## config.mk

```make
export PLATFORM = sky130hd
export DESIGN_NAME = mp2_seq
export DESIGN_NICKNAME = d
export VERILOG_FILES = /design/src/design/mp2_pkg.sv /design/src/design/mp2_seq.sv
export SDC_FILE = /design/constraint.sdc
export NUM_CORES = 1
export LEC_CHECK = 0
export BUFFER_PORTS_ARGS = -buffer_cell sky130_fd_sc_hd__buf_2
export CAP_MARGIN = 10
export CORE_UTILIZATION = 35
export DETAILED_ROUTE_END_ITERATION = 6
export PLACE_DENSITY = 0.53
export RECOVER_POWER = 100
export SYNTH_ARGS = -nofsm -noshare
export SYNTH_HDL_FRONTEND = slang
export SYNTH_SLANG_ARGS = --single-unit
```

## constraint.sdc

```tcl
create_clock -name i_clk -period 3.8 [get_ports i_clk]
set_input_delay 0.76 -clock i_clk [delete_from_list [all_inputs] [get_ports i_clk]]
set_output_delay 0.76 -clock i_clk [all_outputs]
set_load 0.01 [all_outputs]
```

## src/design/mp2_pkg.sv

```systemverilog
`timescale 1ns / 1ps
`default_nettype none
// ----------------------------------------------------------------------------
// mp2_pkg
// Shared constants, types and register codes of the 2-D max pooling stream.
// ----------------------------------------------------------------------------
package mp2_pkg;

    // Sizing of the line store
    localparam int MAX_WIDTH    = 64;
    localparam int MAX_CHANNELS = 16;
    localparam int MAX_POOL     = 4;

    localparam int SLOT_W      = $clog2(MAX_POOL);
    localparam int COL_W       = $clog2(MAX_WIDTH);
    localparam int CH_W        = $clog2(MAX_CHANNELS);
    localparam int ADDR_W      = SLOT_W + COL_W + CH_W;
    localparam int STORE_DEPTH = MAX_POOL * MAX_WIDTH * MAX_CHANNELS;

    // Data and configuration port widths
    localparam int DATA_W    = 16;
    localparam int ROW_W     = 16;
    localparam int CFG_W     = 16;
    localparam int CFG_IDX_W = 3;

    typedef logic signed [DATA_W-1:0] t_sample;

    localparam t_sample SAMPLE_MIN = {1'b1, {(DATA_W-1){1'b0}}};

    // Register indexes
    typedef enum logic [CFG_IDX_W-1:0] {
        CFG_IMAGE_HEIGHT  = 3'd0,
        CFG_IMAGE_WIDTH   = 3'd1,
        CFG_CHANNEL_COUNT = 3'd2,
        CFG_POOL_HEIGHT   = 3'd3,
        CFG_POOL_WIDTH    = 3'd4,
        CFG_STRIDE_ROWS   = 3'd5,
        CFG_STRIDE_COLS   = 3'd6
    } t_cfg_idx;

    // Effective (clamped) configuration
    typedef struct packed {
        logic [15:0] height;
        logic [6:0]  width;
        logic [4:0]  chans;
        logic [2:0]  pool_h;
        logic [2:0]  pool_w;
        logic [2:0]  stride_r;
        logic [2:0]  stride_c;
    } t_cfg;

    // Sequencer states
    typedef enum logic [1:0] {
        ST_IDLE,
        ST_READ,
        ST_DRAIN,
        ST_OUT
    } t_state;

    // Controls from the sequencer to the store and the max unit
    typedef struct packed {
        logic              ram_we;
        logic [ADDR_W-1:0] ram_waddr;
        logic              ram_re;
        logic [ADDR_W-1:0] ram_raddr;
        logic              acc_clear;
        logic              acc_en;
    } t_ctl;

endpackage
`default_nettype wire

```

## src/design/mp2_seq.sv

```systemverilog
`timescale 1ns / 1ps
`default_nettype none
// ----------------------------------------------------------------------------
// mp2_seq
// Raster position tracking, window detection and the window read sequencer.
// ----------------------------------------------------------------------------
module mp2_seq (
    input  wire logic          i_clk,
    input  wire logic          i_rst_n,
    input  wire mp2_pkg::t_cfg i_cfg,
    input  wire logic          i_restart,
    input  wire logic          i_in_valid,
    output logic               o_in_ready,
    output logic               o_out_valid,
    input  wire logic          i_out_ready,
    output logic               o_last,
    output mp2_pkg::t_ctl      o_ctl
);
    import mp2_pkg::*;

    t_state r_state, n_state;

    // Raster position of the next sample
    logic [ROW_W-1:0] r_row, n_row;
    logic [COL_W-1:0] r_col, n_col;
    logic [CH_W-1:0]  r_ch,  n_ch;
    // Rows / columns left until the next window bottom / right edge
    logic [2:0]       r_rwait, n_rwait;
    logic [2:0]       r_cwait, n_cwait;

    // Window walk
    logic [SLOT_W-1:0] r_bslot, n_bslot;
    logic [COL_W-1:0]  r_bcol,  n_bcol;
    logic [CH_W-1:0]   r_wch,   n_wch;
    logic [SLOT_W-1:0] r_ri,    n_ri;
    logic [SLOT_W-1:0] r_ki,    n_ki;
    logic              r_last,  n_last;
    logic              r_rd_vld;

    logic [2:0] ph_m1, pw_m1;
    logic [2:0] eff_rwait, eff_cwait;
    logic       accept, hit;
    logic       ch_last, col_last, row_last;
    logic       row_fin, col_fin;
    logic       k_end, r_end;

    // Window detection for the current position
    always_comb begin
        ph_m1     = i_cfg.pool_h - 3'd1;
        pw_m1     = i_cfg.pool_w - 3'd1;
        eff_rwait = (r_row == '0) ? ph_m1 : r_rwait;
        eff_cwait = (r_col == '0) ? pw_m1 : r_cwait;
        hit       = (eff_rwait == 3'd0) && (eff_cwait == 3'd0);
        accept    = i_in_valid && o_in_ready;
        ch_last   = (5'(r_ch) == (i_cfg.chans - 5'd1));
        col_last  = (7'(r_col) == (i_cfg.width - 7'd1));
        row_last  = (r_row == (i_cfg.height - 16'd1));
        row_fin   = (17'(r_row) + 17'(i_cfg.stride_r)) >= 17'(i_cfg.height);
        col_fin   = (8'(r_col) + 8'(i_cfg.stride_c)) >= 8'(i_cfg.width);
        k_end     = (r_ki == pw_m1[SLOT_W-1:0]);
        r_end     = (r_ri == ph_m1[SLOT_W-1:0]);
    end

    // Position advance in channel, column, row order
    always_comb begin
        n_row   = r_row;
        n_col   = r_col;
        n_ch    = r_ch;
        n_rwait = r_rwait;
        n_cwait = r_cwait;
        if (i_restart) begin
            n_row = '0;
            n_col = '0;
            n_ch  = '0;
        end else if (accept) begin
            if (!ch_last) begin
                n_ch = r_ch + 1'b1;
            end else begin
                n_ch = '0;
                if (!col_last) begin
                    n_col   = r_col + 1'b1;
                    n_cwait = (eff_cwait == 3'd0) ? (i_cfg.stride_c - 3'd1)
                                                  : (eff_cwait - 3'd1);
                end else begin
                    n_col   = '0;
                    n_row   = row_last ? '0 : (r_row + 1'b1);
                    n_rwait = (eff_rwait == 3'd0) ? (i_cfg.stride_r - 3'd1)
                                                  : (eff_rwait - 3'd1);
                end
            end
        end
    end

    // Window capture and read counters
    always_comb begin
        n_bslot = r_bslot;
        n_bcol  = r_bcol;
        n_wch   = r_wch;
        n_last  = r_last;
        n_ri    = r_ri;
        n_ki    = r_ki;
        if (accept && hit) begin
            n_bslot = r_row[SLOT_W-1:0] - ph_m1[SLOT_W-1:0];
            n_bcol  = r_col - COL_W'(pw_m1);
            n_wch   = r_ch;
            n_last  = row_fin && col_fin && ch_last;
            n_ri    = '0;
            n_ki    = '0;
        end else if (r_state == ST_READ) begin
            if (k_end) begin
                n_ki = '0;
                n_ri = r_ri + 1'b1;
            end else begin
                n_ki = r_ki + 1'b1;
            end
        end
    end

    // Next state
    always_comb begin
        n_state = r_state;
        case (r_state)
            ST_IDLE:  if (accept && hit && !i_restart) n_state = ST_READ;
            ST_READ:  if (k_end && r_end) n_state = ST_DRAIN;
            ST_DRAIN: n_state = ST_OUT;
            ST_OUT:   if (i_out_ready) n_state = ST_IDLE;
            default:  n_state = ST_IDLE;
        endcase
    end

    // State outputs
    always_comb begin
        o_in_ready      = 1'b0;
        o_out_valid     = 1'b0;
        o_ctl.ram_re    = 1'b0;
        case (r_state)
            ST_IDLE:  o_in_ready   = 1'b1;
            ST_READ:  o_ctl.ram_re = 1'b1;
            ST_DRAIN: o_in_ready   = 1'b0;
            ST_OUT:   o_out_valid  = 1'b1;
            default:  o_in_ready   = 1'b0;
        endcase
        o_ctl.ram_we    = accept;
        o_ctl.ram_waddr = {r_row[SLOT_W-1:0], r_col, r_ch};
        o_ctl.ram_raddr = {r_bslot + r_ri, r_bcol + COL_W'(r_ki), r_wch};
        o_ctl.acc_clear = accept && hit;
        o_ctl.acc_en    = r_rd_vld;
        o_last          = r_last;
    end

    // Control registers
    always_ff @(posedge i_clk) begin
        if (!i_rst_n) begin
            r_state  <= ST_IDLE;
            r_row    <= '0;
            r_col    <= '0;
            r_ch     <= '0;
            r_rwait  <= '0;
            r_cwait  <= '0;
            r_ri     <= '0;
            r_ki     <= '0;
            r_rd_vld <= 1'b0;
        end else begin
            r_state  <= n_state;
            r_row    <= n_row;
            r_col    <= n_col;
            r_ch     <= n_ch;
            r_rwait  <= n_rwait;
            r_cwait  <= n_cwait;
            r_ri     <= n_ri;
            r_ki     <= n_ki;
            r_rd_vld <= (r_state == ST_READ);
        end
    end

    // Window payload registers
    always_ff @(posedge i_clk) begin
        r_bslot <= n_bslot;
        r_bcol  <= n_bcol;
        r_wch   <= n_wch;
        r_last  <= n_last;
    end

endmodule
`default_nettype wire

```

==> results by group <==
Clock network
  • CTS tree: done
  • Worst-path clk slew: 60 ps
  • Clk_lat worst skew: 290 ps
  • Htree depth: 2
  • Setup Fix Bufs, Post-CTS: 0
  • Longest Clk Path Bufs: 2
  • Resized cells post-CTS: 0
  • Total clock buffers created by CTS: 5
  • CTS hold repair buffers: 0
  • Sink Count: 52
  • CTS root buf: clkbuf_16

Yosys
  • Synth Flop Type: dfxtp_1
  • Synthesized instance count: 589
  • Synthesized Nets: between 600 and 700
  • Synth unique cells: 62
  • Post-synth top cells: 68 x xnor2_1, 56 x nor2_1, 52 x ha_1
  • Top cells by area, synth: dfxtp_1 16%, ha_1 13%, xnor2_1 12%
  • Synth warnings: 0
  • Mapped Area: 0.00483 mm^2
  • Yosys reg bits: 52
  • Synth Area per Inst: 8.20 um^2
  • Sequential cell area fraction in the yosys report: 24.3%
  • Top-count cell post-synth: xnor2_1
  • EDFF count, synth: 13
  • FFs w/ async S/R, synth: 0%
  • Share of the synthesized area in the top cell type: 16.2%
  • Synth area leader: dfxtp_1

Critical path
  • Crit path buffers/inverters: 3
  • CP top delay family: compound AO/OA/AOI/OAI gates
  • Crit. End Element: flop
  • Arrival @ worst endpoint: ~3600 ps
  • Crit path max fanout: 14
  • Max stage delay on crit path: 570 ps
  • Critical-path top delay cell: or2_0
  • Required @ worst endpoint: 3960 ps
  • Worst-path cell chain: clkbuf_1, inv_1, ha_1, xor2_1, o221ai_1, o2111ai_1, or2_0, a2111o_1, o31ai_4, dlymetal6s2s_1, nor2_1
  • Crit Path Class: input pin to flop
  • Critical Path Source Type: input pin

Final layout
  • Non-Filler Instances: 827
  • # diodes: 0
  • Final Net Count: 751
  • Share of cells above drive strength 1: 9.83%
  • Layout area overhead: 13.1%

Die
  • Chip height: 119 um
  • Row Count: between 40 and 50
  • Die width: around 120 um
  • Core area: 0.0133 mm^2
  • # IOs: 76
  • Starting Density: 36.2%
  • Die area: around 0.014 mm^2

STA
  • Fin crit share: 91.3%
  • RSZ-0062 raised after global routing: false
  • Worst Skew: 10.8 ps
  • Hold Vio Cnt, Final: 0
  • Setup violations, final: 0
  • Worst-Margin Slew: 820 ps
  • Slew Limit Headroom: 45.3%
  • Tmin final: 3470 ps
  • Fmax: 0.288 GHz
  • Max-slew violations: 0
  • Fin Setup TNS: 0 ps

Place
  • DP Cell Count: 819
  • Placer Congestion: 0.904
  • Port buffer count: between 70 and 80
  • Hpwl dp: 9640 um

Global routing
  • Initial antenna violation count: 0
  • GRT overflow: 0
  • Vias in the first global route: 3965
  • Largest net degree at the start of global routing: 16
  • GRT Total Usage: roughly 17%
  • First-pass GRT wire length: 19500 um

Detailed routing
  • Drt total wl: 11700 um
  • Vias per cell: 5.05
  • Iter 0 DRT Violations: 218
  • Remaining antenna violation count after routing: 0
  • Drt pass-1 iters: 4
  • Vias: around 4200
  • Remaining DRCs: 0
  • Routed WL per cell: 14.2 um

Power and ir drop
  • Worst VDD drop: approximately 0.00015 V
  • Leak: roughly 0.0022 uW
  • PwrDens: 253 mW/mm^2

Flow run
  • Max-cap viol count: 0

Hold path
  • Hold Crit Class: flop to flop

Status
  • Status: complete, no violations
[power by group]
| part | switching [uW] | internal [uW] |
|---|---|---|
| Sequential | 16.3 | 582 |
| Combinational | 188 | 139 |
| Clock | 198 | 260 |
[final timing paths]
kind	start	end	slack, ps	cells past startpoint
min reg2reg	r_rwait[0]	r_rwait[0]	520	2
min	r_rwait[0]	r_rwait[0]	520	2
max	i_cfg[12]	r_row[3]	330	11
max reg2reg	r_row[1]	o_last	570	15
[metrics by stage]
stage / setup slack, ps / area, um^2 / total power [uW] / utilization (%) / hold slack (ps)
floorplan: 566 / 4830 / 842 / - / 464
global placement: 204 / 5380 / 940 / 40.3 / 497
detailed placement: 114 / 5380 / 950 / 40.3 / 508
CTS: 409 / 5530 / 1410 / 41.4 / 513
global route: 61.5 / 5460 / 1460 / 40.9 / 547
finish: 329 / 5460 / 1380 / 40.9 / 516
[worst register-to-register path: stages, from the launching register on]
cell and delay, ps:
dfxtp_1 310, buf_4 160, inv_1 130, fa_1 450
nor2b_1 160, o2111a_1 300, nand2_1 120, nor2_1 200
xor2_1 100, ha_1 320, nand2_1 70, nor3_1 170
nand3_1 100, a21boi_0 180, a311oi_1 70, a211oi_1 240
[cell type report]
cell class	instances	area, um^2
Timing Repair Buffer	89	423
Multi-Input combinational cell	451	3310
Clock buffer	6	139
Sequential cell	52	1170
Inverter	51	191
Fill cell	1441	7890
Clock inverter	2	10.0
Tap cell	176	220
[layout by cell type, fill, tap and decap left out, types with 8 or more instances in the layout]
master,n
a21oi_1,16
buf_2,43
clkbuf_1,38
dfxtp_1,39
edfxtp_1,13
ha_1,52
inv_1,51
mux2i_1,8
nand2_1,36
nand3_1,24
nand4_1,14
nor2_1,56
nor2b_1,11
nor3_1,21
nor4_1,12
o21ai_0,13
xnor2_1,68
xor2_1,28
[cells by family (layout without fill, tap and decap cells)]
logic type / Yosys count / in the layout / share of synthesized area, %
DFF: 52 / 52 / 24.3
muxes: 8 / 8 / 1.66
and+or+nand+nor: 210 / 210 / 22.4
xor gates and xnor gates: 96 / 96 / 17.4
buffers and inverters: 86 / 148 / 7.23
adders and majority gates: 56 / 56 / 15.1
AOI/OAI and AO/OA: 81 / 81 / 11.8
[layer usage]
layer	part of all wire (%)	vias to the layer above	track usage, %	routed length, um
met3	4.3	9	2.20	499
met5	0	-	0	0
met1	47	1927	22.1	5460
met4	0.83	0	3.36	97
li1	-	2147	-	-
met2	48	91	29.8	5660
[flip-flops by register name (all words and copies together) (netlist names)]
signal / flops
r_rwait: 3
r_ki: 2
r_ch: 4
r_row: 16
r_bcol: 6
r_cwait: 3
r_col: 6
r_ri: 2
r_state: 2
o_last: 1
r_rd_vld: 1
r_bslot: 2
r_wch: 4
(Power assumes the default switching activity.)
