===== src/design/mp2_pkg.sv =====
`timescale 1ns / 1ps
`default_nettype none
// ----------------------------------------------------------------------------
// mp2_pkg
// Shared constants, types and register codes of the 2-D max pooling stream.
// ----------------------------------------------------------------------------
package mp2_pkg;

    // Sizing of the line store
    localparam int MAX_WIDTH    = 64;
    localparam int MAX_CHANNELS = 16;
    localparam int MAX_POOL     = 4;

    localparam int SLOT_W      = $clog2(MAX_POOL);
    localparam int COL_W       = $clog2(MAX_WIDTH);
    localparam int CH_W        = $clog2(MAX_CHANNELS);
    localparam int ADDR_W      = SLOT_W + COL_W + CH_W;
    localparam int STORE_DEPTH = MAX_POOL * MAX_WIDTH * MAX_CHANNELS;

    // Data and configuration port widths
    localparam int DATA_W    = 16;
    localparam int ROW_W     = 16;
    localparam int CFG_W     = 16;
    localparam int CFG_IDX_W = 3;

    typedef logic signed [DATA_W-1:0] t_sample;

    localparam t_sample SAMPLE_MIN = {1'b1, {(DATA_W-1){1'b0}}};

    // Register indexes
    typedef enum logic [CFG_IDX_W-1:0] {
        CFG_IMAGE_HEIGHT  = 3'd0,
        CFG_IMAGE_WIDTH   = 3'd1,
        CFG_CHANNEL_COUNT = 3'd2,
        CFG_POOL_HEIGHT   = 3'd3,
        CFG_POOL_WIDTH    = 3'd4,
        CFG_STRIDE_ROWS   = 3'd5,
        CFG_STRIDE_COLS   = 3'd6
    } t_cfg_idx;

    // Effective (clamped) configuration
    typedef struct packed {
        logic [15:0] height;
        logic [6:0]  width;
        logic [4:0]  chans;
        logic [2:0]  pool_h;
        logic [2:0]  pool_w;
        logic [2:0]  stride_r;
        logic [2:0]  stride_c;
    } t_cfg;

    // Sequencer states
    typedef enum logic [1:0] {
        ST_IDLE,
        ST_READ,
        ST_DRAIN,
        ST_OUT
    } t_state;

    // Controls from the sequencer to the store and the max unit
    typedef struct packed {
        logic              ram_we;
        logic [ADDR_W-1:0] ram_waddr;
        logic              ram_re;
        logic [ADDR_W-1:0] ram_raddr;
        logic              acc_clear;
        logic              acc_en;
    } t_ctl;

endpackage
`default_nettype wire


===== src/design/mp2_max_unit.sv =====
`timescale 1ns / 1ps
`default_nettype none
// ----------------------------------------------------------------------------
// mp2_max_unit
// Shared signed compare unit: folds one store word per cycle, while enabled, into a maximum.
// ----------------------------------------------------------------------------
module mp2_max_unit (
    input  wire logic             i_clk,
    input  wire logic             i_clear,
    input  wire logic             i_en,
    input  wire mp2_pkg::t_sample i_data,
    output mp2_pkg::t_sample      o_max
);
    import mp2_pkg::*;

    t_sample r_best, n_best;

    // Clear to the most negative value, then keep the larger word
    always_comb begin
        n_best = r_best;
        if (i_clear) begin
            n_best = SAMPLE_MIN;
        end else if (i_en && (i_data > r_best)) begin
            n_best = i_data;
        end
    end

    always_ff @(posedge i_clk) begin
        r_best <= n_best;
    end

    assign o_max = r_best;

endmodule
`default_nettype wire


===== config.mk =====
export PLATFORM = sky130hd
export DESIGN_NAME = mp2_max_unit
export DESIGN_NICKNAME = d
export VERILOG_FILES = /design/src/design/mp2_pkg.sv /design/src/design/mp2_max_unit.sv
export SDC_FILE = /design/constraint.sdc
export NUM_CORES = 1
export LEC_CHECK = 0
export CORE_MARGIN = 5
export CORE_UTILIZATION = 55
export DETAILED_ROUTE_END_ITERATION = 16
export DONT_BUFFER_PORTS = 1
export GPL_ROUTABILITY_DRIVEN = 1
export PLACE_DENSITY = 0.85
export SKIP_LAST_GASP = 1
export SLEW_MARGIN = 20
export SYNTH_ARGS = -nofsm -noshare
export SYNTH_HDL_FRONTEND = slang
export SYNTH_SLANG_ARGS = --single-unit
export TNS_END_PERCENT = 50

===== constraint.sdc =====
create_clock -name i_clk -period 1.9 [get_ports i_clk]
set_input_delay 0.19 -clock i_clk [delete_from_list [all_inputs] [get_ports i_clk]]
set_output_delay 0.19 -clock i_clk [all_outputs]
set_load 0.1 [all_outputs]

==> results_dict.tcl, run 1 <==
set metrics [dict create \
    cts_tree "done" \
    synthCells 128 \
    final_layout_size_suffix_gt1_share_pct 47.65 \
    grt_usage_pct 18.66 \
    drtIter0Drc 20 \
    postCtsHoldBufs 0 \
    synth_area_per_cell_sq_um 9.003 \
    setup_viol 16 \
    synthXorXnorAreaFrac_pct 0 \
    multi_input_area_sq_um 893.4 \
    fmax_mhz 484.9 \
    cts_sinks 16 \
    crit_family "multiplexers" \
    fp-row-count 16 \
    fin_crit_sh_pct 108.5 \
    worst-setup-path-type "reg -> reg" \
    synthToLayoutAreaGrowth_pct 35.29 \
    core-area_sq_um 1982 \
    final_hold_viol_count 0 \
    cp_num_buf_inv 2 \
    rr_worst_depth 9 \
    critPathMaxFanout 8 \
    via_per_inst 5.420 \
    ir_worst_vdd_v 0.0007201 \
    synth_top_family_by_area "simple AND/OR/NAND/NOR gates" \
    hold_path.class "in -> reg" \
    p_clk_share_pct 14.3 \
    numCtsBuffers 3 \
    p_comb_share_pct 55.1 \
    nets 185 \
    drv_slew 0 \
    dp_cells 169 \
    ys_top_cells_by_area "dfxtp_1 28%, ha_1 17%, nand2b_1 16%" \
    synth_compound_area_share_pct 7.818 \
    setup_slack_ns -0.1621 \
    grt_max_degree 33 \
    gp_congestion 0.7253 \
    num_vias 954 \
    dieArea_sq_um 3111 \
    grt_pass1_wl_mm 4.560 \
    crit_path_cell_trace "inv_2, ha_4, and4_4, nand3b_4, a21o_1, o211ai_1, buf_4, mux2_4, mux2i_1" \
    startpoint_type "register" \
    routed_wl_mm 2.935 \
    ys_seq_area_share_pct 27.80 \
    fin_area_sq_um 1559 \
    overflow 0 \
    tightest_slew_ns 0.2980 \
    drcViolationCount 0 \
    dp_hpwl_mm 1.930 \
    io_pins 35 \
    maxCapViolations 0 \
    required_ns 2.10 \
    postRouteAntennaNets 0 \
    fin_cells 176 \
    synth.largest_area_cell "dfxtp_1" \
    status "finished with violations" \
    power_density_nw_per_um2 868.9 \
    synth-async-reset-ratio_pct 0 \
    htreeDepth 1 \
    synth_area_sq_um 1152 \
    synth_top_area_share_pct 27.80 \
    synth_edf_count 0 \
    max_slew_margin_pct 80.13 \
    synthAdderAreaFrac_pct 17.37 \
    synth_common_cells "30 x nand2b_1, 18 x inv_1, 16 x dfxtp_1, 16 x ha_1, 16 x mux2i_1" \
    synth_most_common_cell "nand2b_1" \
    cts_root_buf "clkbuf_4" \
    port-buffer-count 0 \
    switching_share_pct 47.47 \
    rsz0062_at_grt "yes" \
    seqCellArea_sq_um 372.9 \
    fin_crit_ns 2.062 \
    ys_types 22 \
    n_fill_cell 126 \
    holdWs_ns 0.03260 \
    slowest_delay_ns 0.38 \
    clk_pin_slew_ns 0.09 \
    antennaDiodeCount 0 \
    crit_path_end_kind "register" \
    cp.depth 9 \
    yosys-mux-area-fraction_pct 14.88 \
    finalClockSkew_ns 0.002460 \
    critPathSlowestCell "mux2_4" \
    ys.warnings.count 0 \
    switchingPower_uw 643.1 \
    post_dp_cell_area_sq_um 1385 \
    die_w_um 55.78 \
    antenna_found_initial 0 \
    internal_power_uw 711.5 \
    seqPwrFrac_pct 30.7 \
    leakage_uw 0.0006529 \
    synthSimpleGateAreaFrac_pct 23.02 \
    dp_slack_ns -0.1125 \
    syn_nets 163 \
    violations "setup timing" \
    ys_seq_elements 16 \
    largest_register_ffs 16 \
    ys.flop_type "dfxtp_1" \
    clk-insertion-delay-late_ns 0.29 \
    worstPathArrival_ns 2.26 \
    wl_per_cell_um 16.68 \
    drt_first_pass_iters 4 \
    grt_pass1_vias 996 \
    die_h_um 55.78 \
    start_util_pct 58.14 \
    hold_depth 2 \
    ctsLongestPathBuffers 2 \
]
[metrics by stage]
stage | setup TNS (ns) | utilization [%] | power, uW
5_1_grt | -2.738 | 78.66 | 1422
3_5_place_dp | -1.515 | 69.89 | 1081
4_1_cts | -0.6329 | 75.76 | 1320
3_3_place_gp | -0.6488 | 69.89 | 1062
6_report | -1.547 | 78.66 | 1355
2_1_floorplan | -4.361 | - | 980.3
[power by group through the flow]
| stage | sequential, uW | combinational [uW] | clock (uW) |
|---|---|---|---|
| after floorplan | 727 | 253 | 0 |
| after global placement | 415 | 647 | 0 |
| after detailed placement | 418 | 663 | 0 |
| after CTS | 411 | 712 | 196 |
| after global routing | 420 | 787 | 214 |
| final | 415 | 746 | 193 |
[kinds of logic (layout without fill, tap and decap cells)]
family,Yosys count,in the layout
muxes,17,18
buffers and inverters,23,43
and+or+nand+nor,41,41
adders and majority gates,16,16
AOI/OAI and AO/OA,15,15
DFF,16,16
[timing repair]
item | CTS | global route
buffers inserted | 0 | 2
resized for setup | 12 | 8
cloned | 1 | 0
pin swaps | 11 | 7
endpoints found under the setup margin | 16 | 16
[cell type report]
class,instances,area share [%]
multi-input cells,90,57.30
flip-flops and latches,16,23.92
repair buffers,21,10.11
inverters,18,4.815
well taps,27,2.167
clock buffers,4,1.685
[worst paths after layout]
check	slack, ns	endpoint	startpoint
setup / recovery	-0.16	o_max[15]$_SDFFE_PP1P_	o_max[7]$_SDFFE_PP0P_
hold / removal	0.03	o_max[12]$_SDFFE_PP0P_	i_data[12]
setup reg to reg	-0.16	o_max[15]$_SDFFE_PP1P_	o_max[7]$_SDFFE_PP0P_
hold reg to reg	0.76	o_max[2]$_SDFFE_PP0P_	o_max[2]$_SDFFE_PP0P_
[metal layers]
metal | routed length [um] | share of wire (%) | track usage (%)
met1 | 1196 | 41 | 21.87
met3 | 200 | 6.8 | 6.032
met5 | 0 | 0 | 0
met4 | 96 | 3.3 | 9.375
met2 | 1442 | 49 | 30.24
[cell usage in the layout (no fill, tap or decap), drive strengths merged]
cell type	n
mux2	2
ha	16
nor2b	1
inv	18
a21o	2
nand2b	30
o21ai	3
mux2i	16
nand3b	1
o211ai	2
nand4	2
a31oi	1
clkbuf	4
a21oi	7
buf	21
nor2	3
and4	2
nand2	2
dfxtp	16
No activity file was read; power rests on OpenSTA's default activity.
==> inputs of run 2 (changes only) <==
- CORE_UTILIZATION: 55 -> 40
- PLACE_DENSITY: 0.85 -> 0.68
==> run 2 against run 1 <==
Effect of this change: the run still ends with setup timing left; die area up 30%; cell count is 1.7% higher; clock power is 3% higher; setup slack better by 0.069 ns; hold slack worse by 0.013 ns; utilization down 24 points; first-iteration DRC count is 40% higher; critical path type unchanged; critical endpoint is now o_max[5]$_SDFFE_PP0P_.
==> results_dict.tcl, run 2 (synthesis gave the netlist of run 1 again) <==
set metrics [dict create \
    die_w_um 63.68 \
    dp_hpwl_mm 1.906 \
    routed_wl_mm 2.598 \
    final_layout_size_suffix_gt1_share_pct 43.92 \
    met1_usage_pct 14.48 \
    finalPower_uw 1319 \
    cts_root_buf "clkbuf_4" \
    nets 184 \
    gp_congestion 0.7165 \
    status "finished with violations" \
    cts_sinks 16 \
    r2r_start "o_max[15]$_SDFFE_PP1P_" \
    finalSetupTns_ns -1.351 \
    fin_cells 179 \
    max_slew_margin_pct 80.34 \
    clk_pin_slew_ns 0.11 \
    numCtsBuffers 3 \
    critPathMaxFanout 8 \
    power_density_nw_per_um2 869.5 \
    start_util_pct 41.79 \
    final_hold_viol_count 0 \
    grt_max_degree 33 \
    tightest_slew_ns 0.2949 \
    startpoint_type "register" \
    grt_pass1_wl_mm 4.278 \
    antenna_found_initial 0 \
    reg2reg_slack_ns -0.09 \
    crit_path_end_kind "register" \
    dp_slack_ns -0.09016 \
    setup_slack_ns -0.09342 \
    worstPathArrival_ns 2.18 \
    drt_first_pass_iters 4 \
    maxCapViolations 0 \
    ir_worst_vdd_v 0.0004742 \
    cts_tree "done" \
    leakage_uw 0.0006443 \
    worst-setup-path-type "reg -> reg" \
    grt_pass1_vias 969 \
    htreeDepth 1 \
    num_vias 927 \
    postRouteAntennaNets 0 \
    required_ns 2.09 \
    clk-insertion-delay-late_ns 0.30 \
    finalClockSkew_ns 0.005765 \
    fp-row-count 19 \
    ctsLongestPathBuffers 2 \
    r2r_end "o_max[5]$_SDFFE_PP0P_" \
    globalRoute.busiestLayer "met2" \
    hold_path.class "in -> reg" \
    synthToLayoutAreaGrowth_pct 31.60 \
    use_met2_pct 23.10 \
    dieArea_sq_um 4055 \
    dp_cells 171 \
    setup_viol 16 \
    drcViolationCount 0 \
    violations "setup timing" \
    wl_per_cell_um 14.51 \
    rsz0062_at_grt "yes" \
    fin_crit_sh_pct 104.9 \
    hold-path-endpoint "o_max[12]$_SDFFE_PP0P_" \
    hold_depth 2 \
    fin_crit_ns 1.993 \
    n_fill_cell 248 \
    mostFrequentLayoutCells "30 x nand2b_1, 20 x buf_4, 16 x mux2i_1, 13 x dfxtp_4, 11 x inv_2" \
    fin_area_sq_um 1516 \
    postCtsHoldBufs 0 \
    post_dp_cell_area_sq_um 1375 \
    gr-usage-met3_pct 4.796 \
    grt_usage_pct 13.21 \
    largest_register_ffs 16 \
    fmax_mhz 501.7 \
    via_per_inst 5.179 \
    die_h_um 63.68 \
    port-buffer-count 0 \
    drtIter0Drc 28 \
    antennaDiodeCount 0 \
    io_pins 35 \
    hold_start "i_data[12]" \
    overflow 0 \
    core-area_sq_um 2758 \
    drv_slew 0 \
    rr_worst_depth 9 \
    mostFrequentLayoutCell "nand2b_1" \
]
run 2: final cells by class:
| cell class | count | area, sq um | share of cell area [%] |
|---|---|---|---|
| repair buffers | 20 | 150.1 | 9.901 |
| clock buffers | 3 | 22.52 | 1.485 |
| well taps | 31 | 38.79 | 2.558 |
| clock inverters | 1 | 3.754 | 0.2475 |
| flip-flops and latches | 16 | 372.9 | 24.59 |
| multi-input cells | 90 | 860.8 | 56.77 |
| inverters | 18 | 67.56 | 4.455 |
run 2: metrics by stage:
| stage | util, % | hold WS [ns] |
|---|---|---|
| 2_1_floorplan | - | 0.3341 |
| 3_3_place_gp | 49.86 | 0.3371 |
| 3_5_place_dp | 49.86 | 0.3420 |
| 4_1_cts | 54.08 | 0.02116 |
| 5_1_grt | 54.99 | 0.01089 |
| 6_report | 54.99 | 0.01955 |
run 2: timing repair:
| action | 4_1_cts | 5_1_grt |
|---|---|---|
| gates resized for setup | 8 | 3 |
| setup endpoints to repair | 16 | 16 |
| pin swaps | 7 | 6 |
| setup buffers | 3 | 0 |
| gates cloned | 1 | 0 |
run 2: worst max-delay path, stage by stage, from the launching register on:
cell and delay [ns]:
dfxtp_4 0.36, inv_2 0.04, ha_4 0.25, nand4_1 0.13
nand3b_4 0.18, a21o_1 0.15, o211ai_1 0.08, buf_4 0.16
mux2_4 0.39, mux2i_1 0.14
run 2: worst max-delay path by stage:
stage                                 startpoint                endpoint  slack (ns)
after floorplan            o_max[6]$_SDFFE_PP0P_   o_max[0]$_SDFFE_PP0P_       -0.33
after global placement     o_max[6]$_SDFFE_PP0P_  o_max[13]$_SDFFE_PP0P_       -0.06
after detailed placement   o_max[6]$_SDFFE_PP0P_   o_max[1]$_SDFFE_PP0P_       -0.09
after CTS                 o_max[11]$_SDFFE_PP0P_   o_max[5]$_SDFFE_PP0P_       -0.09
after global routing       o_max[7]$_SDFFE_PP0P_   o_max[0]$_SDFFE_PP0P_       -0.20
final                     o_max[15]$_SDFFE_PP1P_   o_max[5]$_SDFFE_PP0P_       -0.09
run 2: routing by layer:
metal / vias up / wire [um]
met3: 4 / 209
li1: 470 / -
met5: - / 0
met1: 428 / 1075
met4: 0 / 35
met2: 25 / 1278
run 2: report_power, final:
part / switching (uW) / internal [uW] / leakage (uW) / total (uW)
combinational: 482 / 229 / 0.000488 / 711
sequential: 24.8 / 384 / 0.000141 / 409
clock: 122 / 76.6 / 0.0000154 / 199
total: 629 / 690 / 0.000644 / 1320
==> inputs of run 3 (changes only) <==
==> constraint.sdc (replaced) <==
create_clock -name i_clk -period 1.9 [get_ports i_clk]
set_input_delay 0.19 -clock i_clk [delete_from_list [all_inputs] [get_ports i_clk]]
set_output_delay 0.19 -clock i_clk [all_outputs]
set_load 0.005 [all_outputs]
==> run 3 against run 2 <==
Effect of this change: the flow still finishes with violations (setup timing); flip-flop and latch count unchanged; sequential power about the same; non-clock buffer count down 1; first-iteration DRC count down 7.1%; clock power up 14%; total power down 21%; hold slack better by 0.021 ns; cell count down 0.56%; wire length up 0.58%; register-to-register slack worse by 0.03 ns; cell area down 1.2%; critical endpoint is now o_max[6]$_SDFFE_PP0P_.
==> results_dict.tcl, run 3 (synthesis gave the netlist of run 1 again) <==
set metrics [dict create \
    overflow 0 \
    grt_usage_pct 13.46 \
    fin_crit_sh_pct 106.6 \
    drtIter0Drc 26 \
    critPathSlowestCell "mux2_4" \
    fin_crit_ns 2.026 \
    clk_pin_slew_ns 0.09 \
    antennaDiodeCount 0 \
    drt_first_pass_iters 4 \
    finalSetupTns_ns -1.750 \
    synthToLayoutAreaGrowth_pct 30.08 \
    drcViolationCount 0 \
    cts_root_buf "clkbuf_4" \
    status "finished with violations" \
    fp-row-count 19 \
    setup_viol 16 \
    via_per_inst 5.112 \
    rsz0062_at_grt "yes" \
    final_layout_size_suffix_gt1_share_pct 41.50 \
    core-area_sq_um 2758 \
    ir_worst_vdd_v 0.0003939 \
    postCtsHoldBufs 0 \
    cts_sinks 16 \
    cts_tree "done" \
    n_fill_cell 246 \
    grt_max_degree 33 \
    post-route-util_pct 54.36 \
    largest_register_ffs 16 \
    num_vias 910 \
    nets 183 \
    tightest_slew_ns 0.2187 \
    wl_per_cell_um 14.68 \
    max_slew_margin_pct 85.42 \
    dp_hpwl_mm 1.905 \
    crit_path_end_kind "register" \
    hold_path.class "in -> reg" \
    die_h_um 63.68 \
    multi_input_area_sq_um 877.1 \
    slowest_delay_ns 0.38 \
    finalClockSkew_ns 0.002477 \
    worst-setup-path-type "reg -> reg" \
    htreeDepth 1 \
    postRouteAntennaNets 0 \
    io_pins 35 \
    start_util_pct 41.79 \
    maxCapViolations 0 \
    seqCellArea_sq_um 336.6 \
    setup_slack_ns -0.1260 \
    grt_pass1_vias 946 \
    antenna_found_initial 0 \
    dp_cells 171 \
    startpoint_type "register" \
    final_hold_viol_count 0 \
    critPathMaxFanout 8 \
    die_w_um 63.68 \
    routed_wl_mm 2.613 \
    fmax_mhz 493.6 \
    required_ns 2.07 \
    grt_pass1_wl_mm 4.340 \
    crit_path_cell_trace "inv_2, ha_4, and4_4, nand3b_4, a21o_1, o211ai_1, buf_4, mux2_4, mux2i_1" \
    ctsLongestPathBuffers 2 \
    port-buffer-count 0 \
    mostFrequentLayoutCells "30 x nand2b_1, 19 x buf_4, 16 x mux2i_1, 13 x dfxtp_2" \
    numCtsBuffers 3 \
    mostFrequentLayoutCell "nand2b_1" \
    violations "setup timing" \
    drv_slew 0 \
    dieArea_sq_um 4055 \
    clk-insertion-delay-late_ns 0.28 \
    gp_congestion 0.7238 \
    fin_cells 178 \
    worstPathArrival_ns 2.20 \
    power_density_nw_per_um2 698.9 \
    leakage_uw 0.0006398 \
]
==> run 3: cell types whose count changed in the layout (fill, tap and decap cells not counted), moves of 3 or more <==
cell,change
dfxtp_1,+3
inv_1,+3
dfxtp_4,-13
inv_2,-3
dfxtp_2,+10
==> run 3: critical path, delay by kind of cell, from the launching register on <==
family / cells / cell delay, ns
compound gates: 2 / 0.26
fa+ha+maj: 1 / 0.26
buf+inv: 2 / 0.20
flops: 1 / 0.35
mux: 2 / 0.53
simple gates: 2 / 0.32
==> run 3: power breakdown <==
group          internal (uW)  switching (uW)
logic                    227             183
clock network            117             110
registers                384            26.8
==> run 3: path summary, 6_finish.rpt <==
| check | to | slack, ns | cells past startpoint | startpoint |
|---|---|---|---|---|
| min reg2reg | o_max[0]$_SDFFE_PP0P_ | 0.53 | 2 | o_max[0]$_SDFFE_PP0P_ |
| min | o_max[8]$_SDFFE_PP0P_ | 0.04 | 2 | i_data[8] |
| max reg2reg | o_max[6]$_SDFFE_PP0P_ | -0.13 | 9 | o_max[7]$_SDFFE_PP0P_ |
| max | o_max[6]$_SDFFE_PP0P_ | -0.13 | 9 | o_max[7]$_SDFFE_PP0P_ |
==> run 3: routing by layer <==
metal / global-route usage, % / vias to the layer above / part of all wire [%]
li1: - / 464 / -
met1: 15.76 / 420 / 41
met2: 22.97 / 22 / 51
met3: 3.020 / 4 / 5.8
met4: 6.234 / 0 / 2.0
met5: 0 / - / 0
==> run 3: metrics by stage <==
| step | hold slack, ns | setup WS [ns] | total power, uW | cell area, sq um |
|---|---|---|---|---|
| floorplan | 0.3378 | -0.1087 | 669.7 | 1191 |
| global placement | 0.3404 | -0.05285 | 748.1 | 1320 |
| detailed placement | 0.3454 | -0.1183 | 761.0 | 1320 |
| CTS | 0.03319 | -0.1002 | 1029 | 1428 |
| global route | 0.02714 | -0.1812 | 1127 | 1499 |
| finish | 0.04069 | -0.1260 | 1048 | 1499 |
==> run 3: cell type report <==
type | count | share of cell area [%]
flip-flops and latches | 16 | 22.45
inverters | 18 | 4.508
repair buffers | 19 | 9.516
well taps | 31 | 2.588
clock buffers | 4 | 2.421
multi-input cells | 90 | 58.51
==> run 3: repair_timing <==
action | 4_1_cts | 5_1_grt
pin swaps | 6 | 9
setup buffers | 2 | 0
cloned | 1 | 0
gates resized for setup | 10 | 15
endpoints found under the setup margin | 16 | 16
