`src/design/mp2_pkg.sv`:
```
`timescale 1ns / 1ps
`default_nettype none
// ----------------------------------------------------------------------------
// mp2_pkg
// Shared constants, types and register codes of the 2-D max pooling stream.
// ----------------------------------------------------------------------------
package mp2_pkg;

    // Sizing of the line store
    localparam int MAX_WIDTH    = 64;
    localparam int MAX_CHANNELS = 16;
    localparam int MAX_POOL     = 4;

    localparam int SLOT_W      = $clog2(MAX_POOL);
    localparam int COL_W       = $clog2(MAX_WIDTH);
    localparam int CH_W        = $clog2(MAX_CHANNELS);
    localparam int ADDR_W      = SLOT_W + COL_W + CH_W;
    localparam int STORE_DEPTH = MAX_POOL * MAX_WIDTH * MAX_CHANNELS;

    // Data and configuration port widths
    localparam int DATA_W    = 16;
    localparam int ROW_W     = 16;
    localparam int CFG_W     = 16;
    localparam int CFG_IDX_W = 3;

    typedef logic signed [DATA_W-1:0] t_sample;

    localparam t_sample SAMPLE_MIN = {1'b1, {(DATA_W-1){1'b0}}};

    // Register indexes
    typedef enum logic [CFG_IDX_W-1:0] {
        CFG_IMAGE_HEIGHT  = 3'd0,
        CFG_IMAGE_WIDTH   = 3'd1,
        CFG_CHANNEL_COUNT = 3'd2,
        CFG_POOL_HEIGHT   = 3'd3,
        CFG_POOL_WIDTH    = 3'd4,
        CFG_STRIDE_ROWS   = 3'd5,
        CFG_STRIDE_COLS   = 3'd6
    } t_cfg_idx;

    // Effective (clamped) configuration
    typedef struct packed {
        logic [15:0] height;
        logic [6:0]  width;
        logic [4:0]  chans;
        logic [2:0]  pool_h;
        logic [2:0]  pool_w;
        logic [2:0]  stride_r;
        logic [2:0]  stride_c;
    } t_cfg;

    // Sequencer states
    typedef enum logic [1:0] {
        ST_IDLE,
        ST_READ,
        ST_DRAIN,
        ST_OUT
    } t_state;

    // Controls from the sequencer to the store and the max unit
    typedef struct packed {
        logic              ram_we;
        logic [ADDR_W-1:0] ram_waddr;
        logic              ram_re;
        logic [ADDR_W-1:0] ram_raddr;
        logic              acc_clear;
        logic              acc_en;
    } t_ctl;

endpackage
`default_nettype wire

```
`src/design/mp2_cfg.sv`:
```
`timescale 1ns / 1ps
`default_nettype none
// ----------------------------------------------------------------------------
// mp2_cfg
// Configuration registers, clamping to usable values, and image restart.
// ----------------------------------------------------------------------------
module mp2_cfg (
    input  wire logic                            i_clk,
    input  wire logic                            i_rst_n,
    input  wire logic                            i_cfg_we,
    input  wire logic [mp2_pkg::CFG_IDX_W-1:0]   i_cfg_index,
    input  wire logic [mp2_pkg::CFG_W-1:0]       i_cfg_data,
    output mp2_pkg::t_cfg                        o_cfg,
    output logic                                 o_restart
);
    import mp2_pkg::*;

    logic [15:0] r_height, n_height;
    logic [6:0]  r_width,  n_width;
    logic [4:0]  r_chans,  n_chans;
    logic [2:0]  r_pool_h, n_pool_h;
    logic [2:0]  r_pool_w, n_pool_w;
    logic [2:0]  r_str_r,  n_str_r;
    logic [2:0]  r_str_c,  n_str_c;

    // Register write decode; any valid index restarts the image
    always_comb begin
        n_height  = r_height;
        n_width   = r_width;
        n_chans   = r_chans;
        n_pool_h  = r_pool_h;
        n_pool_w  = r_pool_w;
        n_str_r   = r_str_r;
        n_str_c   = r_str_c;
        o_restart = 1'b0;
        if (i_cfg_we) begin
            o_restart = 1'b1;
            case (t_cfg_idx'(i_cfg_index))
                CFG_IMAGE_HEIGHT:  n_height = i_cfg_data[15:0];
                CFG_IMAGE_WIDTH:   n_width  = i_cfg_data[6:0];
                CFG_CHANNEL_COUNT: n_chans  = i_cfg_data[4:0];
                CFG_POOL_HEIGHT:   n_pool_h = i_cfg_data[2:0];
                CFG_POOL_WIDTH:    n_pool_w = i_cfg_data[2:0];
                CFG_STRIDE_ROWS:   n_str_r  = i_cfg_data[2:0];
                CFG_STRIDE_COLS:   n_str_c  = i_cfg_data[2:0];
                default:           o_restart = 1'b0;
            endcase
        end
    end

    always_ff @(posedge i_clk) begin
        if (!i_rst_n) begin
            r_height <= 16'd1;
            r_width  <= 7'd1;
            r_chans  <= 5'd1;
            r_pool_h <= 3'd2;
            r_pool_w <= 3'd2;
            r_str_r  <= 3'd2;
            r_str_c  <= 3'd2;
        end else begin
            r_height <= n_height;
            r_width  <= n_width;
            r_chans  <= n_chans;
            r_pool_h <= n_pool_h;
            r_pool_w <= n_pool_w;
            r_str_r  <= n_str_r;
            r_str_c  <= n_str_c;
        end
    end

    // Zero acts as one; sizes cap at the store limits
    always_comb begin
        o_cfg.height = (r_height == 16'd0) ? 16'd1 : r_height;

        if (r_width == 7'd0)                      o_cfg.width = 7'd1;
        else if (r_width > 7'(MAX_WIDTH))         o_cfg.width = 7'(MAX_WIDTH);
        else                                      o_cfg.width = r_width;

        if (r_chans == 5'd0)                      o_cfg.chans = 5'd1;
        else if (r_chans > 5'(MAX_CHANNELS))      o_cfg.chans = 5'(MAX_CHANNELS);
        else                                      o_cfg.chans = r_chans;

        if (r_pool_h == 3'd0)                     o_cfg.pool_h = 3'd1;
        else if (r_pool_h > 3'(MAX_POOL))         o_cfg.pool_h = 3'(MAX_POOL);
        else                                      o_cfg.pool_h = r_pool_h;

        if (r_pool_w == 3'd0)                     o_cfg.pool_w = 3'd1;
        else if (r_pool_w > 3'(MAX_POOL))         o_cfg.pool_w = 3'(MAX_POOL);
        else                                      o_cfg.pool_w = r_pool_w;

        o_cfg.stride_r = (r_str_r == 3'd0) ? 3'd1 : r_str_r;
        o_cfg.stride_c = (r_str_c == 3'd0) ? 3'd1 : r_str_c;
    end

endmodule
`default_nettype wire

```
`config.mk`:
```
export PLATFORM = sky130hd
export DESIGN_NAME = mp2_cfg
export DESIGN_NICKNAME = d
export VERILOG_FILES = /design/src/design/mp2_pkg.sv /design/src/design/mp2_cfg.sv
export SDC_FILE = /design/constraint.sdc
export NUM_CORES = 1
export LEC_CHECK = 0
export ABC_CLOCK_PERIOD_IN_PS = 1550
export BUFFER_PORTS_ARGS = -buffer_cell sky130_fd_sc_hd__buf_2
export CAP_MARGIN = 20
export CELL_PAD_IN_SITES_DETAIL_PLACEMENT = 1
export CELL_PAD_IN_SITES_GLOBAL_PLACEMENT = 2
export CORE_UTILIZATION = 26
export DETAILED_ROUTE_END_ITERATION = 10
export PLACE_DENSITY_LB_ADDON = 0.1
export SKIP_CTS_REPAIR_TIMING = 1
export SLEW_MARGIN = 20
export SYNTH_ARGS = -nofsm -noshare
export SYNTH_HDL_FRONTEND = slang
export SYNTH_SLANG_ARGS = --single-unit
```
`constraint.sdc`:
```
create_clock -name i_clk -period 1.55 [get_ports i_clk]
set_input_delay 0.31 -clock i_clk [delete_from_list [all_inputs] [get_ports i_clk]]
set_output_delay 0.31 -clock i_clk [all_outputs]
set_load 0.01 [all_outputs]
```
==> results.cfg, run 1 <==
[outcome]
outcome = finished with violations
violations = negative setup slack

[setup_path]
ff2ff_path_depth = 2
start_kind = flop
crit_end = o_cfg[24]
worstSetupPathType = reg -> out
r2r-start = r_width[6]
reg2reg_setup_slack_ns = 0.82
path_max_fanout = 3
cp_cell_sequence = nor4_4, a41o_1, buf_2
worstPathArrival_ns = 1.24
crit_required_ns = 1.24
crit_path_end_kind = output pin
regToRegEndpoint = r_width[6]
setup.worst_path.start = r_height[14]
slowest_delay_ns = 0.35
critPathSlowestCell = dfxtp_2

[cells_and_area]
layout-drive-gt1-share_pct = 38.6
areaGrowthSynthToFinish_pct = 25.2
num-fill-cells = 863
multi_input_area_um2 = 937
regArea_um2 = 805
antenna_cells = 0
fin_nets = 272
stdcell_area_um2 = 2350
finalNonFillerCells = 347

[logic_synthesis]
syn_avg_cell_area_um2 = 9.04
synthTopCellsByArea = dfxtp_1 (43%), mux2i_1 (13%), nor2b_1 (9.3%)
ys.flop_type = dfxtp_1
synthTopCellsByCount = dfxtp_1 (40), nand2_1 (28), nor2b_1 (28)
ys_seq_elements = 40
yosys_warnings = 0
synth_fp_nets = 230
syn-cell-area_um2 = 1880
synth.largest_area_cell = dfxtp_1
synth_top_area_share_pct = 42.6
async_flop_share_pct = 0
postSynthCellCount = 208
ys_types = 27
yosysMostFrequentCell = dfxtp_1
ys_seq_area_share_pct = 42.6
synth_edf_count = 0

[pwr]
clkPwrFrac_pct = 35.9
switching_share_pct = 24.7
intPower_mw = 1.51
comb_power_share_pct = 10.8
pwr_density_cell_nw_per_um2 = 854
power_frac_seq_pct = 53.3
peakVddDrop_v = 0.000409
power.leakage_nw = 1.01
finalPower_mw = 2.01
p_sw_mw = 0.496

[clocking]
ctsLongestPathBuffers = 2
htree_levels = 2
cts_tree = done
cts_sinks = 40
clockRootBuffer = clkbuf_8
clkTransAtPathRegs_ns = 0.08
clkLatencyLatePin_ns = 0.28
cts_made_buffers = 5

[hold_path]
min_path_type = in -> reg

[run]
max_cap_violations = 0

[placed_design]
port_buffers = 62
placed_area_um2 = 2220
hpwl_um = 3260
place_congestion = 0.672
placedCellCount = 339

[sta]
fmax_mhz = 643
final-hold-violation-count = 0
fin_crit_sh_pct = 100
hold_ws_ns = 0.244
rsz0062_at_grt = yes
setup_viol = 1
slew_violations = 0
setup_ws_ns = -0.00489
slew_headroom_pct = 79.9
tightest_slew_ns = 0.301
min_period_ns = 1.55
fin_worst_skew_ns = 0
fin_tns_setup_ns = -0.00489

[global_route]
grt_use_met1_pct = 17.3
grt_antenna_before_repair = 0
gr-usage-met3_pct = 2.94
grt.busiest_layer = met2
grt_pass1_vias = 1471
use_met2_pct = 19.6
grt_max_degree = 26
grt_usage_pct = 12.7
overflow = 0
grt_pass1_wl_um = 7380

[die]
start_util_pct = 27.2
rows = 30
dieWidth_um = 87.0
die_h_um = 87.0
design.core.area_um2 = 6910
io_pins = 63
die-area_um2 = 7570

[detailed_routing]
vias = 1473
viasPerCell = 4.24
drt_wl_total_um = 4530
dr.pass1.iters = 3
wl_per_cell_um = 13.0
drt.antenna.violating_nets = 0
drc_errors = 0
drt_iter0_drc = 21
-- sequential cells by signal (all words and copies together) (netlist names) --
register  cells
r_width       7
r_pool_w      3
r_height     16
r_pool_h      3
r_chans       5
r_str_r       3
r_str_c       3
-- cell type report --
| class | instances | share of cell area [%] |
|---|---|---|
| Clock inverter | 2 | 0.425 |
| Sequential cell | 40 | 34.2 |
| Multi-Input combinational cell | 131 | 39.8 |
| Inverter | 3 | 0.478 |
| Clock buffer | 6 | 3.51 |
| Timing Repair Buffer | 69 | 16.5 |
| Tap cell | 96 | 5.10 |
-- worst min-delay path by stage --
| stage | start | end | slack [ns] | depth (start not counted) |
|---|---|---|---|---|
| 6_report | i_cfg_data[7] | r_height[7] | 0.24 | 3 |
| 3_3_place_gp | r_height[8] | r_height[8] | 0.46 | 2 |
| 5_1_grt | i_cfg_data[14] | r_height[14] | 0.25 | 3 |
| 4_1_cts | i_cfg_data[7] | r_height[7] | 0.24 | 3 |
| 3_5_place_dp | r_height[8] | r_height[8] | 0.47 | 2 |
| 2_1_floorplan | i_cfg_data[1] | r_pool_h[1] | 0.44 | 2 |
-- through the flow --
stage	util, %	setup slack (ns)
6_report	34.1	-0.00489
5_1_grt	34.1	-0.0702
4_1_cts	33.5	-0.154
3_5_place_dp	32.2	0.0693
3_3_place_gp	32.2	0.0710
2_1_floorplan	-	0.0586
-- cells in the final DEF (no fill, tap or decap), drive strengths merged --
master / synthesis / routed
nor2b: 28 / 28
clkbuf: 27 / 6
mux2i: 24 / 24
a21oi: 3 / 3
and4bb: 2 / 2
buf: 7 / 69
nor4b: 1 / 1
nor4: 3 / 3
nor3: 3 / 3
nor4bb: 1 / 1
nand2: 38 / 38
nand4b: 3 / 3
or4b: 1 / 1
a41o: 1 / 1
nand3: 1 / 1
inv: 3 / 3
nor2: 4 / 4
dfxtp: 40 / 40
clkinv: 0 / 2
a21boi: 15 / 15
a31oi: 1 / 1
o21bai: 2 / 2
-- cells by family after synthesis --
logic type | synth area share, %
simple gates | 26.7
flops | 42.6
buf+inv | 9.45
mux | 12.8
compound gates | 8.45
-- power groups by stage --
stage | Sequential [mW] | Combinational [mW] | Clock [mW]
final | 1.07 | 0.217 | 0.722
after global placement | 1.09 | 0.216 | 0
after CTS | 1.07 | 0.219 | 0.759
after global routing | 1.07 | 0.240 | 0.810
after detailed placement | 1.09 | 0.219 | 0
after floorplan | 1.09 | 0.129 | 0
-- per-layer routing --
| layer | part of all wire (%) | wire [um] | up-vias |
|---|---|---|---|
| li1 | - | - | 750 |
| met2 | 45 | 2030 | 38 |
| met5 | 0 | 0 | - |
| met3 | 4.7 | 211 | 5 |
| met1 | 49 | 2230 | 680 |
| met4 | 1.1 | 48 | 0 |
-- critical path: cells and delay by family (launching register included) --
kind / cells / cell delay, ns
flops: 1 / 0.35
simple gates: 1 / 0.29
compound gates: 1 / 0.19
buf+inv: 1 / 0.13
No activity file was read; power rests on OpenSTA's default activity.
==> run 2: changes to the inputs <==
--- a/config.mk
+++ b/config.mk
@@ -6,7 +6,7 @@
 export NUM_CORES = 1
 export LEC_CHECK = 0
 export ABC_CLOCK_PERIOD_IN_PS = 1550
-export BUFFER_PORTS_ARGS = -buffer_cell sky130_fd_sc_hd__buf_2
+export BUFFER_PORTS_ARGS = -buffer_cell sky130_fd_sc_hd__buf_4
 export CAP_MARGIN = 20
 export CELL_PAD_IN_SITES_DETAIL_PLACEMENT = 1
 export CELL_PAD_IN_SITES_GLOBAL_PLACEMENT = 2
==> constraint.sdc (replaced) <==
create_clock -name i_clk -period 1.55 [get_ports i_clk]
set_input_delay 0.31 -clock i_clk [delete_from_list [all_inputs] [get_ports i_clk]]
set_output_delay 0.31 -clock i_clk [all_outputs]
set_load 0.1 [all_outputs]
==> run 2 against run 1 <==
  * The flow still finishes with violations (negative setup slack)
  * Cell count rose by 0.58%
  * Flip-flop and latch count did not move
  * Setup slack got worse by 0.12 ns
  * Combinational power rose by 100%
  * Clock-buffer cell count fell by 1
  * Via count rose by 1.7%
  * Wire length rose by 0.11%
  * Die area did not move
  * Critical endpoint unchanged
  * Final area rose by 9.6%
  * Register-to-register slack got worse by 0.05 ns
  * Clock power fell by 14%
==> results.cfg, run 2 (synthesized netlist as in run 1, its figures left out) <==
[outcome]
outcome = finished with violations
violations = negative setup slack

[die]
start_util_pct = 27.2
die-area_um2 = 7570
io_pins = 63
die_h_um = 87.0
design.core.area_um2 = 6910
dieWidth_um = 87.0
rows = 30

[hold_path]
whs_endpoint = r_height[14]
min_path_type = in -> reg
hp-start = i_cfg_data[14]
hold_depth = 3

[global_route]
grt_max_degree = 41
grt_pass1_wl_um = 7090
grt_antenna_before_repair = 0
grt_pass1_vias = 1417
grt_usage_pct = 12.3
overflow = 0

[setup_path]
slowest_delay_ns = 0.34
worstSetupPathType = reg -> out
crit_family = flip-flops
start_kind = flop
cp_cell_sequence = nor4_4, a41o_2, buf_12
r2r-start = r_width[6]
path_buf_inv = 1
critPathSlowestCell = dfxtp_2
reg2reg_setup_slack_ns = 0.77
ff2ff_path_depth = 2
worstPathArrival_ns = 1.37
crit_path_end_kind = output pin
regToRegEndpoint = r_width[6]
crit_required_ns = 1.24
path_max_fanout = 3

[run]
max_cap_violations = 0

[cells_and_area]
stdcell_area_um2 = 2580
largest_reg_flops = 16
final_common_cell = buf_4
antenna_cells = 0
fin_util_pct = 37.4
regArea_um2 = 807
largest_register = r_height
layout-drive-gt1-share_pct = 43.5
areaGrowthSynthToFinish_pct = 37.3
num-fill-cells = 819
reg.largest.list = r_height x16, r_width x7, r_chans x5
multi_input_area_um2 = 980
layout_common_cells = buf_4 (71), dfxtp_1 (37), nand2_1 (28)
fin_nets = 277

[clocking]
cts_sinks = 40
clockRootBuffer = clkbuf_8
cts_made_buffers = 5
cts_tree = done
ctsLongestPathBuffers = 2
clkLatencyLatePin_ns = 0.28
htree_levels = 2
clkTransAtPathRegs_ns = 0.07

[detailed_routing]
drt_iter0_drc = 26
vias = 1498
wl_per_cell_um = 13.0
drc_errors = 0
drt.antenna.violating_nets = 0
dr.pass1.iters = 4
viasPerCell = 4.29
drt_wl_total_um = 4530

[sta]
fin_tns_setup_ns = -0.127
fin_worst_skew_ns = 0
fin_crit_sh_pct = 108
tightest_slew_ns = 0.359
setup_viol = 1
hold_ws_ns = 0.265
slew_violations = 0
slew_headroom_pct = 76.1
fmax_mhz = 596
rsz0062_at_grt = yes
final-hold-violation-count = 0
setup_ws_ns = -0.127
min_period_ns = 1.68

[placed_design]
place_congestion = 0.648
placed_area_um2 = 2420
port_buffers = 62
hpwl_um = 3270

[pwr]
power.leakage_nw = 1.09
clkPwrFrac_pct = 29.1
comb_power_share_pct = 20.7
power_frac_seq_pct = 50.2
peakVddDrop_v = 0.000311
p_sw_mw = 0.651
switching_share_pct = 30.5
pwr_density_cell_nw_per_um2 = 827
intPower_mw = 1.48
-- run 2: cell count changes in the layout (fill, tap and decap cells not counted), sizes merged --
| cell | previous run | this run |
|---|---|---|
| clkbuf | 6 | 5 |
| clkinv | 2 | 0 |
| buf | 69 | 74 |
-- run 2: metrics by stage --
stage | total power [mW] | std cells | setup WS (ns)
2_1_floorplan | 1.41 | 208 | -0.465
3_3_place_gp | 1.53 | 343 | 0.0461
3_5_place_dp | 1.53 | 343 | 0.0354
4_1_cts | 2.16 | 348 | -0.285
5_1_grt | 2.24 | 349 | -0.172
6_report | 2.13 | 349 | -0.127
-- run 2: power by group through the flow --
stage	logic (mW)	registers [mW]	clock network, mW
after floorplan	0.317	1.09	0
after global placement	0.433	1.09	0
after detailed placement	0.435	1.09	0
after CTS	0.436	1.07	0.656
after global routing	0.464	1.07	0.698
final	0.441	1.07	0.622
-- run 2: layout make-up --
type,count,share of cell area (%)
repair buffers,74,23.0
well taps,96,4.66
clock buffers,5,2.67
multi-input cells,131,38.0
inverters,3,0.436
flip-flops and latches,40,31.3
-- run 2: tightest hold or removal path, cell delays in order --
cell and delay [ns]:
buf_4 0.11, nand2_1 0.04, a21boi_1 0.05
-- run 2: per-layer routing --
layer  up-vias  global-route usage, %  share of wire (%)
li1        757                      -                  -
met1       690                   16.9                 49
met3         6                   3.60                6.3
met4         0                   4.55                1.4
met5         -                      0                  0
met2        45                   18.1                 44
-- run 2: worst max-delay path by stage --
stage                start  slack, ns         to  depth (start not counted)
2_1_floorplan   r_width[6]      -0.47  o_cfg[18]                          1
3_3_place_gp   r_height[5]       0.05  o_cfg[24]                          3
3_5_place_dp   r_height[5]       0.04  o_cfg[24]                          3
4_1_cts        r_height[5]      -0.28  o_cfg[24]                          3
5_1_grt        r_height[5]      -0.17  o_cfg[24]                          3
6_report       r_height[5]      -0.13  o_cfg[24]                          3
==> run 3: changes to the inputs <==
--- a/config.mk
+++ b/config.mk
@@ -5,12 +5,12 @@
 export SDC_FILE = /design/constraint.sdc
 export NUM_CORES = 1
 export LEC_CHECK = 0
-export ABC_CLOCK_PERIOD_IN_PS = 1550
+export ABC_CLOCK_PERIOD_IN_PS = 2100
 export BUFFER_PORTS_ARGS = -buffer_cell sky130_fd_sc_hd__buf_4
 export CAP_MARGIN = 20
 export CELL_PAD_IN_SITES_DETAIL_PLACEMENT = 1
 export CELL_PAD_IN_SITES_GLOBAL_PLACEMENT = 2
-export CORE_UTILIZATION = 26
+export CORE_UTILIZATION = 31
 export DETAILED_ROUTE_END_ITERATION = 10
 export PLACE_DENSITY_LB_ADDON = 0.1
 export SKIP_CTS_REPAIR_TIMING = 1
==> constraint.sdc (replaced) <==
create_clock -name i_clk -period 2.1 [get_ports i_clk]
set_input_delay 0.42 -clock i_clk [delete_from_list [all_inputs] [get_ports i_clk]]
set_output_delay 0.42 -clock i_clk [all_outputs]
set_load 0.1 [all_outputs]
==> run 3 against run 2 <==
  * The run now ends clean
  * Total power down 23%
  * Sequential share of layout area up 1.8 points
  * Wire length up 5.0%
  * Global-route usage up 3.2 points
  * Clock skew unchanged
  * Hold slack better by 0.11 ns
  * Die area down 16%
  * Setup slack better by 0.33 ns
  * Final area down 6.2%
  * Non-clock buffer count down 9
  * Flip-flop and latch count unchanged
  * Cell count down 8.6%
==> results.cfg, run 3 (synthesized netlist as in run 1, its figures left out) <==
[pwr]
p_sw_mw = 0.503
comb_power_share_pct = 19.1
pwr_density_cell_nw_per_um2 = 675
intPower_mw = 1.13
clkPwrFrac_pct = 32.6
switching_share_pct = 30.8
power_frac_seq_pct = 48.4
peakVddDrop_v = 0.000293
power.leakage_nw = 1.01

[cells_and_area]
antenna_cells = 0
layout-drive-gt1-share_pct = 39.7
fin_util_pct = 42.6
final_common_cell = buf_4
reg.largest.list = r_height x16, r_width x7, r_chans x5
largest_reg_flops = 16
layout_common_cells = buf_4 (65), dfxtp_1 (40), nand2_1 (28)
areaGrowthSynthToFinish_pct = 28.8
finalNonFillerCells = 319
largest_register = r_height
num-fill-cells = 674
fin_nets = 268

[sta]
min_period_ns = 1.89
setup_viol = 0
slew_headroom_pct = 76.5
setup_ws_ns = 0.208
fmax_mhz = 528
fin_crit_sh_pct = 90.1
fin_tns_setup_ns = 0
tightest_slew_ns = 0.353
hold_ws_ns = 0.375
rsz0062_at_grt = no
final-hold-violation-count = 0
fin_worst_skew_ns = 0
slew_violations = 0

[setup_path]
start_kind = flop
slowest_delay_ns = 0.34
cp.depth = 3
reg2reg_setup_slack_ns = 1.32
crit_path_end_kind = output pin
cp_cell_sequence = nor4_1, a41o_1, buf_4
path_max_fanout = 3
ff2ff_path_depth = 2
crit_family = flip-flops
worstSetupPathType = reg -> out
critPathSlowestCell = dfxtp_1
crit_required_ns = 1.68
path_buf_inv = 1
worstPathArrival_ns = 1.47

[placed_design]
post-place-ws_ns = 0.485
hpwl_um = 3480
place_congestion = 0.753
port_buffers = 62
placedCellCount = 311

[hold_path]
min_path_type = in -> reg
hold_depth = 3

[detailed_routing]
dr.pass1.iters = 4
vias = 1473
drt_iter0_drc = 26
viasPerCell = 4.62
wl_per_cell_um = 14.9
drt_wl_total_um = 4760
drc_errors = 0
drt.antenna.violating_nets = 0

[global_route]
grt_antenna_before_repair = 0
grt_usage_pct = 15.5
grt_pass1_wl_um = 7540
grt_pass1_vias = 1513
overflow = 0
grt_max_degree = 41

[outcome]
outcome = completed

[die]
start_util_pct = 33.1
die-area_um2 = 6380
rows = 27
design.core.area_um2 = 5680
die_h_um = 79.9
io_pins = 63
dieWidth_um = 79.9

[clocking]
clkLatencyLatePin_ns = 0.29
cts_tree = done
clkTransAtPathRegs_ns = 0.08
cts_made_buffers = 5
cts_sinks = 40
ctsLongestPathBuffers = 2
htree_levels = 2
clockRootBuffer = clkbuf_8

[run]
max_cap_violations = 0
==> run 3: changes by cell type in the layout (fill, tap and decap cells not counted), moves of 3 or more <==
cell     change
nor4_1       +3
dfxtp_1      +3
buf_4        -6
buf_12       -3
==> run 3: path summary, 6_finish.rpt <==
path | to | start
max | o_cfg[24] | r_height[15]
min reg2reg | r_height[11] | r_height[11]
max reg2reg | r_width[6] | r_width[6]
min | r_height[10] | i_cfg_data[10]
==> run 3: cell type report <==
cell class | instances | area [um2] | share of cell area, %
multi-input cells | 131 | 937 | 38.7
repair buffers | 65 | 488 | 20.2
clock buffers | 6 | 82.6 | 3.41
flip-flops and latches | 40 | 801 | 33.1
inverters | 3 | 11.3 | 0.465
well taps | 72 | 90.1 | 3.72
clock inverters | 2 | 10.0 | 0.414
==> run 3: worst register-to-register path, cell delays in order (launching register included) <==
cell	delay, ns
dfxtp_1	0.49
mux2i_1	0.12
nor2b_1	0.11
==> run 3: power groups by stage <==
stage | sequential (mW) | clock, mW | combinational, mW
detailed placement | 0.808 | 0 | 0.313
finish | 0.790 | 0.532 | 0.311
floorplan | 0.803 | 0 | 0.234
global route | 0.793 | 0.595 | 0.326
CTS | 0.791 | 0.551 | 0.314
global placement | 0.807 | 0 | 0.307
==> run 3: metrics by stage <==
stage | power [mW] | area, um2
finish | 1.63 | 2420
global route | 1.71 | 2420
global placement | 1.11 | 2330
CTS | 1.66 | 2420
floorplan | 1.04 | 1920
detailed placement | 1.12 | 2330
==> run 3: layer usage <==
| layer | wire length (um) | global-route usage [%] | vias to the layer above | share of wire, % |
|---|---|---|---|---|
| li1 | - | - | 740 | - |
| met1 | 2110 | 18.2 | 686 | 44 |
| met2 | 2380 | 27.6 | 42 | 50 |
| met3 | 215 | 3.09 | 5 | 4.5 |
| met4 | 49 | 5.54 | 0 | 1.0 |
| met5 | 0 | 0 | - | 0 |
